### config.mk
export PLATFORM = sky130hd
export DESIGN_NAME = key_matrix_change_encoder_top
export DESIGN_NICKNAME = d
export VERILOG_FILES = /design/src/kmce_pkg.sv /design/src/kmce_keymap.sv /design/src/key_matrix_change_encoder_top.sv
export SDC_FILE = /design/constraint.sdc
export NUM_CORES = 2
export LEC_CHECK = 0
export BUFFER_PORTS_ARGS = -buffer_cell sky130_fd_sc_hd__buf_2
export CORE_MARGIN = 5
export CORE_UTILIZATION = 50
export CTS_BUF_LIST = sky130_fd_sc_hd__clkbuf_16
export CTS_CLUSTER_DIAMETER = 150
export DETAILED_ROUTE_END_ITERATION = 10
export GPL_ROUTABILITY_DRIVEN = 0
export PLACE_DENSITY = 0.69
export SYNTH_ARGS = -nofsm -noshare
export SYNTH_HDL_FRONTEND = slang
export SYNTH_SLANG_ARGS = --single-unit
### constraint.sdc
create_clock -name clk -period 7.26 [get_ports clk]
set_clock_uncertainty 0.2 [all_clocks]
set_input_delay 0.726 -clock clk [delete_from_list [all_inputs] [get_ports clk]]
set_output_delay 0.726 -clock clk [all_outputs]
set_load 0.005 [all_outputs]
### src/kmce_pkg.sv
// kmce_pkg: shared sizes, result kinds and register indexes of the key
// matrix change encoder. No dependencies.
package kmce_pkg;

	localparam int ROWS           = 4;
	localparam int COLS           = 7;
	localparam int LAYERS         = 8;
	localparam int MODIFIER_SLOTS = 4;

	localparam int KEY_COUNT  = ROWS * COLS;
	localparam int STORE_SIZE = LAYERS * KEY_COUNT;

	localparam int KEY_W    = 28;
	localparam int IDX_W    = 5;
	localparam int KEY_PAD  = (1 << IDX_W) - KEY_COUNT;
	localparam int ADDR_W   = 8;
	localparam int CODE_W   = 8;
	localparam int PSUM_W   = 8;
	localparam int SUM_W    = 4;
	localparam int LAYER_W  = 3;
	localparam int COUNT_W  = 3;
	localparam int SLOT_W   = 2;
	localparam int TOTAL_W  = PSUM_W + 1;
	localparam int APB_AW   = 5;
	localparam int APB_DW   = 32;

	localparam logic OP_LOAD = 1'b0;
	localparam logic OP_SCAN = 1'b1;

	typedef enum logic [1:0] {
		KIND_STATUS  = 2'd0,
		KIND_RELALL  = 2'd1,
		KIND_PRESS   = 2'd2,
		KIND_RELEASE = 2'd3
	} kind_t;

	typedef enum logic [2:0] {
		REG_PRIMARY   = 3'd0,
		REG_LIMIT     = 3'd1,
		REG_MOD_COUNT = 3'd2,
		REG_MOD_A     = 3'd3,
		REG_MOD_B     = 3'd4,
		REG_MOD_C     = 3'd5,
		REG_MOD_D     = 3'd6
	} reg_idx_t;

endpackage

### src/kmce_keymap.sv
// kmce_keymap: layered keymap store, one write port and one registered
// read port. Uses kmce_pkg for sizes.
module kmce_keymap (
	input  logic                         clk,
	input  logic                         wr_en,
	input  logic [kmce_pkg::ADDR_W-1:0]  wr_addr,
	input  logic [kmce_pkg::CODE_W-1:0]  wr_data,
	input  logic [kmce_pkg::ADDR_W-1:0]  rd_addr,
	output logic [kmce_pkg::CODE_W-1:0]  rd_data
);

	logic [kmce_pkg::CODE_W-1:0] mem [kmce_pkg::STORE_SIZE];
	logic [kmce_pkg::CODE_W-1:0] rd_data_q;

	always_ff @(posedge clk) begin
		if (wr_en) begin
			mem[wr_addr] <= wr_data;
		end
		rd_data_q <= mem[rd_addr];
	end

	assign rd_data = rd_data_q;

endmodule

### src/key_matrix_change_encoder_top.sv
// key_matrix_change_encoder_top: scan frame sequencer, APB register bank
// and output register. Depends on kmce_pkg and kmce_keymap.
//
//  channel | handshake           | payload
//  --------+---------------------+-----------------------------------------------
//  in      | in_valid/in_ready   | op, key_bits, partner_modifier_sum,
//          |                     | table_address, table_keycode
//  out     | out_valid/out_ready | kind, keycode, key_index, local_modifier_sum,
//          |                     | layer, last
//  cfg     | APB psel/penable    | paddr, pwdata, prdata (pready tied high)
//
// A load beat writes an in-range keymap entry when it is accepted. A scan
// frame forms the modifier sum one slot a cycle through the adder, sets the
// layer, sends a status beat and, if the layer fell on the primary side, a
// release-all beat, then walks the key positions up to the last changed key
// with one keymap read per changed key through the single read port, and
// then retires. Output stalls stretch the frame.
// Reset is asynchronous (arst_n low); the keymap has no clearing pass and
// must be loaded before its entries are used.
module key_matrix_change_encoder_top (
	input  logic                           clk,
	input  logic                           arst_n,

	input  logic                           psel,
	input  logic                           penable,
	input  logic                           pwrite,
	input  logic [kmce_pkg::APB_AW-1:0]    paddr,
	input  logic [kmce_pkg::APB_DW-1:0]    pwdata,
	output logic [kmce_pkg::APB_DW-1:0]    prdata,
	output logic                           pready,

	input  logic                           in_valid,
	output logic                           in_ready,
	input  logic                           op,
	input  logic [kmce_pkg::KEY_W-1:0]     key_bits,
	input  logic [kmce_pkg::PSUM_W-1:0]    partner_modifier_sum,
	input  logic [kmce_pkg::ADDR_W-1:0]    table_address,
	input  logic [kmce_pkg::CODE_W-1:0]    table_keycode,

	output logic                           out_valid,
	input  logic                           out_ready,
	output logic [1:0]                     kind,
	output logic [kmce_pkg::CODE_W-1:0]    keycode,
	output logic [kmce_pkg::IDX_W-1:0]     key_index,
	output logic [kmce_pkg::SUM_W-1:0]     local_modifier_sum,
	output logic [kmce_pkg::LAYER_W-1:0]   layer,
	output logic                           last
);

	typedef enum logic [2:0] {
		ST_IDLE,
		ST_MOD,
		ST_LAYER,
		ST_STATUS,
		ST_RELALL,
		ST_SCAN,
		ST_READ
	} state_t;

	// ---------------- configuration registers ----------------
	logic                           primary_q;
	logic [kmce_pkg::LAYER_W-1:0]   limit_q;
	logic [kmce_pkg::COUNT_W-1:0]   mod_count_q;
	logic [kmce_pkg::IDX_W-1:0]     mod_key_q [kmce_pkg::MODIFIER_SLOTS];

	logic                 cfg_wr;
	kmce_pkg::reg_idx_t   cfg_idx;

	assign cfg_wr  = psel && penable && pwrite;
	assign cfg_idx = kmce_pkg::reg_idx_t'(paddr[kmce_pkg::APB_AW-1:2]);
	assign pready  = 1'b1;

	always_ff @(posedge clk or negedge arst_n) begin
		if (!arst_n) begin
			primary_q   <= 1'b1;
			limit_q     <= kmce_pkg::LAYER_W'(3);
			mod_count_q <= kmce_pkg::COUNT_W'(2);
			for (int i = 0; i < kmce_pkg::MODIFIER_SLOTS; i++) begin
				mod_key_q[i] <= '0;
			end
		end else if (cfg_wr) begin
			case (cfg_idx)
				kmce_pkg::REG_PRIMARY:   primary_q   <= pwdata[0];
				kmce_pkg::REG_LIMIT:     limit_q     <= pwdata[kmce_pkg::LAYER_W-1:0];
				kmce_pkg::REG_MOD_COUNT: mod_count_q <= pwdata[kmce_pkg::COUNT_W-1:0];
				kmce_pkg::REG_MOD_A:     mod_key_q[0] <= pwdata[kmce_pkg::IDX_W-1:0];
				kmce_pkg::REG_MOD_B:     mod_key_q[1] <= pwdata[kmce_pkg::IDX_W-1:0];
				kmce_pkg::REG_MOD_C:     mod_key_q[2] <= pwdata[kmce_pkg::IDX_W-1:0];
				kmce_pkg::REG_MOD_D:     mod_key_q[3] <= pwdata[kmce_pkg::IDX_W-1:0];
				default: ;
			endcase
		end
	end

	always_comb begin
		prdata = '0;
		case (cfg_idx)
			kmce_pkg::REG_PRIMARY:   prdata[0] = primary_q;
			kmce_pkg::REG_LIMIT:     prdata[kmce_pkg::LAYER_W-1:0] = limit_q;
			kmce_pkg::REG_MOD_COUNT: prdata[kmce_pkg::COUNT_W-1:0] = mod_count_q;
			kmce_pkg::REG_MOD_A:     prdata[kmce_pkg::IDX_W-1:0] = mod_key_q[0];
			kmce_pkg::REG_MOD_B:     prdata[kmce_pkg::IDX_W-1:0] = mod_key_q[1];
			kmce_pkg::REG_MOD_C:     prdata[kmce_pkg::IDX_W-1:0] = mod_key_q[2];
			kmce_pkg::REG_MOD_D:     prdata[kmce_pkg::IDX_W-1:0] = mod_key_q[3];
			default:                 prdata = '0;
		endcase
	end

	// ---------------- frame state ----------------
	state_t                         state_q;
	logic [kmce_pkg::KEY_W-1:0]     keys_q;      // keys of the frame in work
	logic [kmce_pkg::KEY_W-1:0]     prev_q;      // keys of the previous frame
	logic [kmce_pkg::KEY_W-1:0]     changed_q;   // changed keys still to report
	logic [kmce_pkg::PSUM_W-1:0]    psum_q;
	logic [kmce_pkg::SUM_W-1:0]     lsum_q;
	logic [kmce_pkg::COUNT_W-1:0]   slot_q;
	logic [kmce_pkg::LAYER_W-1:0]   layer_q;
	logic [kmce_pkg::LAYER_W-1:0]   cur_layer_q; // layer left by the last frame
	logic                           drop_q;      // layer fell on primary side
	logic [kmce_pkg::ADDR_W-1:0]    base_q;      // layer * KEY_COUNT
	logic [kmce_pkg::IDX_W-1:0]     k_q;

	// output register
	logic                           out_valid_q;
	kmce_pkg::kind_t                kind_q;
	logic [kmce_pkg::CODE_W-1:0]    keycode_q;
	logic [kmce_pkg::IDX_W-1:0]     key_index_q;
	logic [kmce_pkg::SUM_W-1:0]     out_sum_q;
	logic [kmce_pkg::LAYER_W-1:0]   out_layer_q;
	logic                           last_q;

	logic                           in_acc;
	logic                           can_load;
	logic                           out_load;
	logic [kmce_pkg::COUNT_W-1:0]   used;
	logic [kmce_pkg::IDX_W-1:0]     sel_key;
	logic [kmce_pkg::KEY_W+kmce_pkg::KEY_PAD-1:0] keys_pad;
	logic                           mod_hit;
	logic [kmce_pkg::TOTAL_W-1:0]   total;
	logic [kmce_pkg::LAYER_W-1:0]   layer_new;
	logic [kmce_pkg::KEY_W-1:0]     rest_after;
	logic                           mem_wr;
	logic [kmce_pkg::ADDR_W-1:0]    rd_addr;
	logic [kmce_pkg::CODE_W-1:0]    rd_data;

	assign in_ready = (state_q == ST_IDLE);
	assign in_acc   = in_valid && in_ready;
	assign can_load = !out_valid_q || out_ready;

	// a beat enters the output register this cycle
	assign out_load = can_load && (state_q inside {ST_STATUS, ST_RELALL, ST_READ});

	// slot count clamped to the slots that exist
	assign used = (mod_count_q > kmce_pkg::COUNT_W'(kmce_pkg::MODIFIER_SLOTS)) ?
		kmce_pkg::COUNT_W'(kmce_pkg::MODIFIER_SLOTS) : mod_count_q;

	// keys beyond the matrix read as not pressed
	assign keys_pad = {{kmce_pkg::KEY_PAD{1'b0}}, keys_q};
	assign sel_key  = mod_key_q[slot_q[kmce_pkg::SLOT_W-1:0]];
	assign mod_hit  = keys_pad[sel_key];

	assign total     = kmce_pkg::TOTAL_W'(psum_q) + kmce_pkg::TOTAL_W'(lsum_q);
	assign layer_new = (total > kmce_pkg::TOTAL_W'(limit_q)) ?
		limit_q : total[kmce_pkg::LAYER_W-1:0];

	assign rest_after = changed_q & ~(kmce_pkg::KEY_W'(1) << k_q);

	assign mem_wr  = in_acc && (op == kmce_pkg::OP_LOAD) &&
		(table_address < kmce_pkg::ADDR_W'(kmce_pkg::STORE_SIZE));
	assign rd_addr = base_q + kmce_pkg::ADDR_W'(k_q);

	kmce_keymap u_keymap (
		.clk     (clk),
		.wr_en   (mem_wr),
		.wr_addr (table_address),
		.wr_data (table_keycode),
		.rd_addr (rd_addr),
		.rd_data (rd_data)
	);

	always_ff @(posedge clk or negedge arst_n) begin
		if (!arst_n) begin
			state_q     <= ST_IDLE;
			keys_q      <= '0;
			prev_q      <= '0;
			changed_q   <= '0;
			psum_q      <= '0;
			lsum_q      <= '0;
			slot_q      <= '0;
			layer_q     <= '0;
			cur_layer_q <= '0;
			drop_q      <= 1'b0;
			base_q      <= '0;
			k_q         <= '0;
			out_valid_q <= 1'b0;
			kind_q      <= kmce_pkg::KIND_STATUS;
			keycode_q   <= '0;
			key_index_q <= '0;
			out_sum_q   <= '0;
			out_layer_q <= '0;
			last_q      <= 1'b0;
		end else begin
			if (out_load) begin
				out_valid_q <= 1'b1;
			end else if (out_valid_q && out_ready) begin
				out_valid_q <= 1'b0;
			end

			case (state_q)
				ST_IDLE: begin
					if (in_acc && (op == kmce_pkg::OP_SCAN)) begin
						keys_q    <= key_bits;
						changed_q <= key_bits ^ prev_q;
						prev_q    <= key_bits;
						psum_q    <= partner_modifier_sum;
						lsum_q    <= '0;
						slot_q    <= '0;
						k_q       <= '0;
						state_q   <= ST_MOD;
					end
				end

				// one modifier slot a cycle through the shared adder
				ST_MOD: begin
					if (slot_q >= used) begin
						state_q <= ST_LAYER;
					end else begin
						if (mod_hit) begin
							lsum_q <= lsum_q + kmce_pkg::SUM_W'(slot_q) + kmce_pkg::SUM_W'(1);
						end
						slot_q <= slot_q + kmce_pkg::COUNT_W'(1);
					end
				end

				ST_LAYER: begin
					layer_q     <= layer_new;
					drop_q      <= primary_q && (layer_new < cur_layer_q);
					cur_layer_q <= layer_new;
					base_q      <= kmce_pkg::ADDR_W'(layer_new) *
						kmce_pkg::ADDR_W'(kmce_pkg::KEY_COUNT);
					state_q     <= ST_STATUS;
				end

				ST_STATUS: begin
					if (can_load) begin
						kind_q      <= kmce_pkg::KIND_STATUS;
						keycode_q   <= '0;
						key_index_q <= '0;
						out_sum_q   <= lsum_q;
						out_layer_q <= layer_q;
						last_q      <= !drop_q && (changed_q == '0);
						if (drop_q) begin
							state_q <= ST_RELALL;
						end else if (changed_q != '0) begin
							state_q <= ST_SCAN;
						end else begin
							state_q <= ST_IDLE;
						end
					end
				end

				ST_RELALL: begin
					if (can_load) begin
						kind_q      <= kmce_pkg::KIND_RELALL;
						keycode_q   <= '0;
						key_index_q <= '0;
						out_sum_q   <= lsum_q;
						out_layer_q <= layer_q;
						last_q      <= (changed_q == '0);
						state_q     <= (changed_q != '0) ? ST_SCAN : ST_IDLE;
					end
				end

				// walk key positions; a changed key starts a keymap read
				ST_SCAN: begin
					if (changed_q == '0) begin
						state_q <= ST_IDLE;
					end else if (changed_q[k_q]) begin
						state_q <= ST_READ;
					end else begin
						k_q <= k_q + kmce_pkg::IDX_W'(1);
					end
				end

				ST_READ: begin
					if (can_load) begin
						kind_q         <= keys_q[k_q] ? kmce_pkg::KIND_PRESS :
							kmce_pkg::KIND_RELEASE;
						keycode_q      <= rd_data;
						key_index_q    <= k_q;
						out_sum_q      <= lsum_q;
						out_layer_q    <= layer_q;
						last_q         <= (rest_after == '0);
						changed_q[k_q] <= 1'b0;
						k_q            <= k_q + kmce_pkg::IDX_W'(1);
						state_q        <= ST_SCAN;
					end
				end

				default: state_q <= ST_IDLE;
			endcase
		end
	end

	assign out_valid          = out_valid_q;
	assign kind               = kind_q;
	assign keycode            = keycode_q;
	assign key_index          = key_index_q;
	assign local_modifier_sum = out_sum_q;
	assign layer              = out_layer_q;
	assign last               = last_q;

`ifndef SYNTH
	// pending change set only shrinks while a frame is in work
	a_changed_shrinks: assert property (@(posedge clk) disable iff (!arst_n)
		(!in_ready && $past(!in_ready)) |-> ((changed_q & ~$past(changed_q)) == '0))
		else $error("change set grew during a frame");

	// a stalled result beat holds its payload
	a_out_hold: assert property (@(posedge clk) disable iff (!arst_n)
		(out_valid && !out_ready) |=> (out_valid && $stable(kind) && $stable(keycode)
			&& $stable(key_index) && $stable(last)))
		else $error("result beat changed while stalled");

	// release-all only from the primary half
	a_relall_primary: assert property (@(posedge clk) disable iff (!arst_n)
		(out_valid && (kind == kmce_pkg::KIND_RELALL)) |-> primary_q)
		else $error("release-all on secondary side");

	// reported layer never exceeds the limit
	a_layer_clamped: assert property (@(posedge clk) disable iff (!arst_n)
		out_valid |-> (layer <= limit_q))
		else $error("layer above limit");
`endif

endmodule
# == After elaboration in Yosys (flattened, before gate mapping) ==
# Memories as Yosys holds them, arrays and structs flattened. A register that Yosys moved wholly into a read port is not among the register bits.
# Index checks and enable logic that the tools add are counted.
# word_totals
regBits,140
ramBits,1792
inputBits,97
out_inout_bits,58
elab_cells,175
mem_count,1
# mem_list
name,depth,word_bits,read_ports,rd_ports_with_merged_regs,wr,line_no,text
u_keymap.mem,224,8,1,1,1,kmce_keymap.sv:12,logic [kmce_pkg::CODE_W-1:0] mem [kmce_pkg::STORE_SIZE];
# op_classes
add_sub_neg,6
mul,1
magnitude_cmp,9
eq_ne,23
shift,1
n_mux,60
bitwise_logic,7
reduce_logical,43
# ops
operator,count
bitwise AND 28 bit,2
logical NOT 28 bit,2
two-way mux 28 bit,2
inverter 28 bit,2
case mux 28 bit (2 select lines),1
two-way mux 5 bit,8
two-way mux 3 bit,13
nonzero test 28 bit,1
"<< shifter 1 x 5 -> 28 bit, first input constant",1
bitwise XOR 28 bit,1
case mux 3 bit (7 select lines),1
"equality test 3 bit, second input constant",6
AND reduction 2 bit,9
two-way mux 8 bit,2
"inequality test 2 bit, second input constant",8
case mux 8 bit (2 select lines),1
binary-select mux 1 bit (select 5 bit),3
case mux 5 bit (3 select lines),1
"equality test 3 x 2 -> 1 bit, second input constant",4
"less-than comparator 5 x 6 -> 1 bit, second input constant",2
two-way mux 1 bit,12
two-way mux 4 bit,3
case mux 2 bit (6 select lines),1
logical AND 1 bit,11
40 further kinds,53

# == Depth between registers and ports, before layout ==
# logic_depth
ltp_word,9
ltp_mapped,15
ltp_nobuf,15

# == Cells and area by module ==
# Synthesis repeated with hierarchy kept, for this count alone.
# unflattened
cells_unflattened,4152
area_unflattened_um2,78190.0
# modules_own_cells
module,instances,cells_each,area_per_inst_um2,seq_area_each_um2
kmce_keymap,1,3269,69779.4,53971.8
key_matrix_change_encoder_top,1,883,8410.6,3483.3

# == Worst setup path after synthesis ==
# OpenSTA, ideal clock, no wires.
# synth_path
path_type,register to register
from,register psum_q[0] in the netlist's numbering
to,register base_q[6] in the netlist's numbering
setup_time_ps,83
arrival_ps,3568
t_required_ps,6977
setup_slack_ps,3410
stages_incl_launch_ff,16
path_buffers,0
period_less_slack_ps,3850
path_cell_list,dfrtp_1 -> ha_1 -> fa_1 -> ha_1 -> nor2b_1 -> o21ai_0 -> a32oi_1 -> nor3_1 -> mux2_2 -> xnor2_1 -> ha_1 -> ha_1 -> inv_1 -> fa_1 -> xor2_1 -> o21ai_0
# synth_between
elab_chain_cells,4
# synth_rtl
element,line_no,text
from (decl),key_matrix_change_encoder_top.sv:114,logic [kmce_pkg::PSUM_W-1:0] psum_q;
from (signal assigned),key_matrix_change_encoder_top.sv:215,psum_q <= partner_modifier_sum;
adder 8 x 4 -> 9 bit *,key_matrix_change_encoder_top.sv:162,assign total = kmce_pkg::TOTAL_W'(psum_q) + kmce_pkg::TOTAL_W'(lsum_q);
> comparator 9 x 3 -> 1 bit,key_matrix_change_encoder_top.sv:163,assign layer_new = (total > kmce_pkg::TOTAL_W'(limit_q)) ?
two-way mux 3 bit *,key_matrix_change_encoder_top.sv:163,
multiplier 3 x 3 -> 6 bit *,key_matrix_change_encoder_top.sv:239,base_q <= kmce_pkg::ADDR_W'(layer_new) *
to (signal assigned),key_matrix_change_encoder_top.sv:239,
to (decl),key_matrix_change_encoder_top.sv:120,logic [kmce_pkg::ADDR_W-1:0] base_q;
# Every way passes the cells marked *; elsewhere a longest branch is shown, timed or not.
# A chain may end at the register's enable or synchronous reset.

# == Worst setup path in the final report ==
# layout_path
from,register k_q[3] in the netlist's numbering
to,"register u_keymap.rd_data_q, in the netlist u_keymap.rd_data[1], read port of u_keymap.mem"
# layout_between
elab_chain_cells,1
# layout_rtl
element,line_no,text
from (decl),key_matrix_change_encoder_top.sv:121,logic [kmce_pkg::IDX_W-1:0] k_q;
from (signal assigned),key_matrix_change_encoder_top.sv:281,k_q <= k_q + kmce_pkg::IDX_W'(1);
from (signal assigned),key_matrix_change_encoder_top.sv:295,k_q <= k_q + kmce_pkg::IDX_W'(1);
adder 8 x 5 -> 8 bit,key_matrix_change_encoder_top.sv:170,assign rd_addr = base_q + kmce_pkg::ADDR_W'(k_q);
to (decl),kmce_keymap.sv:13,logic [kmce_pkg::CODE_W-1:0] rd_data_q;
# No other way between the ends.

==> results.md <==
* Initial Utilization at 0.501
* Slew of the pin with the lowest slew margin at 1250 ps
* Reg clk slew, reported paths at 70 ps
* Kind of end point of the critical path: flop
* Die ar. at 164,000 um^2
* Starting DRT DRC Count at 4,659
* Finished Layout Cells at 6,302
* Final setup viols at 0
* Post-synth EDFFs at 1,792
* Vias in the first global route at 38,722
* Nets at 4,211
* FF-to-FF Start: k_q[3]
* DP Wirelength at 106,000 um
* Avg Cell Area, Syn at 19.9 um^2
* Number of distinct library cells after synthesis at 77
* WP data required at 7810 ps
* RSZ-0062 raised after global routing: no
* Worst-path fanout max at 30
* Ys async rst share at 0.0717
* Cell Rows at 145
* Clock Path Buffers at 3
* Pwr Density at 359 nW/um^2
* Largest net degree at the start of global routing at 153
* CTS Root Cell: clkbuf_16
* Buffers on Ports at 97
* H-tree Lvls at 4
* Setup TNS Final at 0 ps
* Via count at 38,421
* Slew headroom at 0.164
* Post-layout util at 0.560
* TritonCTS Sinks at 1,939
* Post-synthesis cell count at 3,913
* Status: completed
* Final instance area at 87,200 um^2
* Final wirelength at 178,000 um
* Total gr overflow at 0
* Dpl cells at 5,906
* Num CTS Buffers at 189
* Clock Latency Late Sink at 840 ps
* Area after DPL at 80,800 um^2
* Global-route wire length before repair at 263,000 um
* Fraction of layout cells with a size suffix above 1 at 0.251
* Routed WL per cell at 28.3 um
* Max Slew Vio Count at 0
* DRC at 0
* Initial antenna violation count at 8
* Tcrit/Tclk final at 0.601
* HP Start: out_ready
* Setup Fix Bufs, Post-CTS at 0
* CP startpoint: k_q[3]
* Die height at 405 um
* Maxcap violations at 0
* Leak Pwr at 27.7 nW
* CP Class: flop to flop
* DIE WIDTH at 405 um
* Tmin final at 4360 ps
* Fmax achieved at 229 MHz
* # IOs at 155
* Ys flop type: edfxtp_1
* Total GRT Usage at 0.220
* VDD IR max at 0.299 mV
* CP Data Arrival Time at 4910 ps
* YS warnings at 0
* Synth Register Bits at 1,939
* FILL cells at 11,514
* CTS tree: built
* Mapped cell area at 78,000 um^2
* DRT antenna net count at 0
* HP Class: primary input to flop
* Core area at 156,000 um^2
* Final Hold Viols at 0
* Area growth, synth to finish at 11.7%
* Crit start category: flop
* Vias/cell at 6.10
* Sequential area share after synthesis at 0.736
* First-pass DRT Iterations at 6
* Pre-CTS WS at 2910 ps
* Final WS setup at 2900 ps
[power breakdown]
part | total, mW | switching [mW] | internal (mW)
combinational | 8.86 | 5.06 | 3.80
clock | 9.43 | 4.20 | 5.23
sequential | 13.0 | 0.496 | 12.5
[synth_stat cells (all sizes together) (8+ instances only)]
| library cell | count | area, um^2 |
|---|---|---|
| a211oi | 13 | 97.6 |
| a21o | 10 | 76.3 |
| a21oi | 40 | 215 |
| a22o | 16 | 140 |
| a311oi | 8 | 70.1 |
| a31oi | 25 | 156 |
| buf | 129 | 766 |
| clkbuf | 132 | 495 |
| dfrtp | 135 | 3380 |
| dfxtp | 8 | 160 |
| edfxtp | 1792 | 53800 |
| ha | 29 | 363 |
| inv | 27 | 101 |
| mux2 | 38 | 428 |
| mux2i | 44 | 440 |
| mux4 | 565 | 12700 |
| nand2 | 213 | 800 |
| nand3 | 29 | 145 |
| nand4 | 8 | 50.1 |
| nor2 | 339 | 1270 |
| nor2b | 31 | 194 |
| nor3 | 8 | 45.0 |
| nor4 | 12 | 75.1 |
| o2111ai | 28 | 245 |
| o21ai | 90 | 450 |
| o32ai | 8 | 70.1 |
| xnor2 | 32 | 280 |
[routing by layer]
metal	vias to the layer above	track usage	share of wire
met5	-	0.00357	0.00039
met4	2	0.0607	0.027
met3	266	0.0543	0.091
met2	1746	0.348	0.49
met1	20148	0.309	0.40
li1	16259	-	-
[metrics by stage]
step                      total power [mW]  hold slack, ps
final                                 31.3            81.9
after detailed placement              22.1             268
after global placement                22.0             263
after CTS                             31.5            3.68
after floorplan                       18.9             230
after global routing                  32.5            73.9
[critical path, stage by stage, from the launching register on]
cell and delay [ps]:
dfrtp_1 840, ha_1 360, a21o_1 170, a21oi_1 500, xnor2_2 170, buf_4 440
buf_4 390, nor2_1 90, o2111ai_1 470, and4_1 430, o31a_1 180
[layout by cell type, fill, tap and decap left out, types with 31 or more instances in the layout]
| master | netlist | final |
|---|---|---|
| a21oi_1 | 38 | 38 |
| nor2_1 | 339 | 338 |
| nand2_1 | 213 | 213 |
| clkinv_1 | 1 | 39 |
| o21ai_0 | 81 | 81 |
| mux4_2 | 562 | 562 |
| dfrtp_1 | 135 | 133 |
| edfxtp_1 | 1792 | 1792 |
| mux2i_1 | 44 | 44 |
| mux2_2 | 38 | 38 |
| buf_2 | 53 | 88 |
| clkbuf_16 | 0 | 189 |
| nor2b_1 | 31 | 31 |
| inv_1 | 27 | 82 |
| dlygate4sd3_1 | 0 | 42 |
| buf_4 | 45 | 64 |
[worst paths after layout]
check | cells past startpoint | slack [ps] | endpoint
min in group asynchronous | 2 | 340 | mod_key_q[8]
worst max-delay path | 10 | 2900 | u_keymap.rd_data[1]
worst max register to register | 10 | 2900 | u_keymap.rd_data[1]
worst min-delay path | 3 | 80 | out_valid
max in group asynchronous | 3 | 5130 | keycode[1]
worst min register to register | 2 | 280 | local_modifier_sum[1]
[cell families after synthesis]
group / Yosys count / share of synthesized area
AO/OA/AOI/OAI: 284 / 0.0247
XOR/XNOR: 39 / 0.00438
adder cells (fa/ha/maj): 34 / 0.00580
buffers and inverters: 289 / 0.0175
flip-flops: 1939 / 0.736
multiplexers: 647 / 0.174
other: 2 / 0.0000962
AND/OR/NAND/NOR: 679 / 0.0370
[area by class of cell]
cell class | count | area [um^2] | share of cell area
Timing Repair Buffer | 212 | 1630 | 0.0186
Multi-Input combinational cell | 1711 | 19400 | 0.223
Inverter | 28 | 105 | 0.00121
Antenna cell | 4 | 10.0 | 0.000115
Clock buffer | 189 | 4730 | 0.0542
Tap cell | 2058 | 2570 | 0.0295
Clock inverter | 161 | 1260 | 0.0144
Sequential cell | 1939 | 57500 | 0.659
[flip-flops by register name (all words and copies together), names as in the netlist, 2 cells and up]
signal              count
slot_q                  3
local_modifier_sum      4
k_q                     5
kind                    2
base_q                  5
changed_q              28
prev_q                 28
mod_count_q             3
state_q                 3
keycode                 8
limit_q                 3
u_keymap.mem         1792
psum_q                  8
u_keymap.rd_data        8
mod_key_q              20
key_index               5
lsum_q                  4
cur_layer_q             3
layer                   3
[repair_timing]
item	in CTS	in global routing
gates resized for setup	0	0
endpoints found under the hold margin	146	0
endpoints found under the setup margin	0	0
hold buffers	42	0
(Power assumes the default switching activity.)
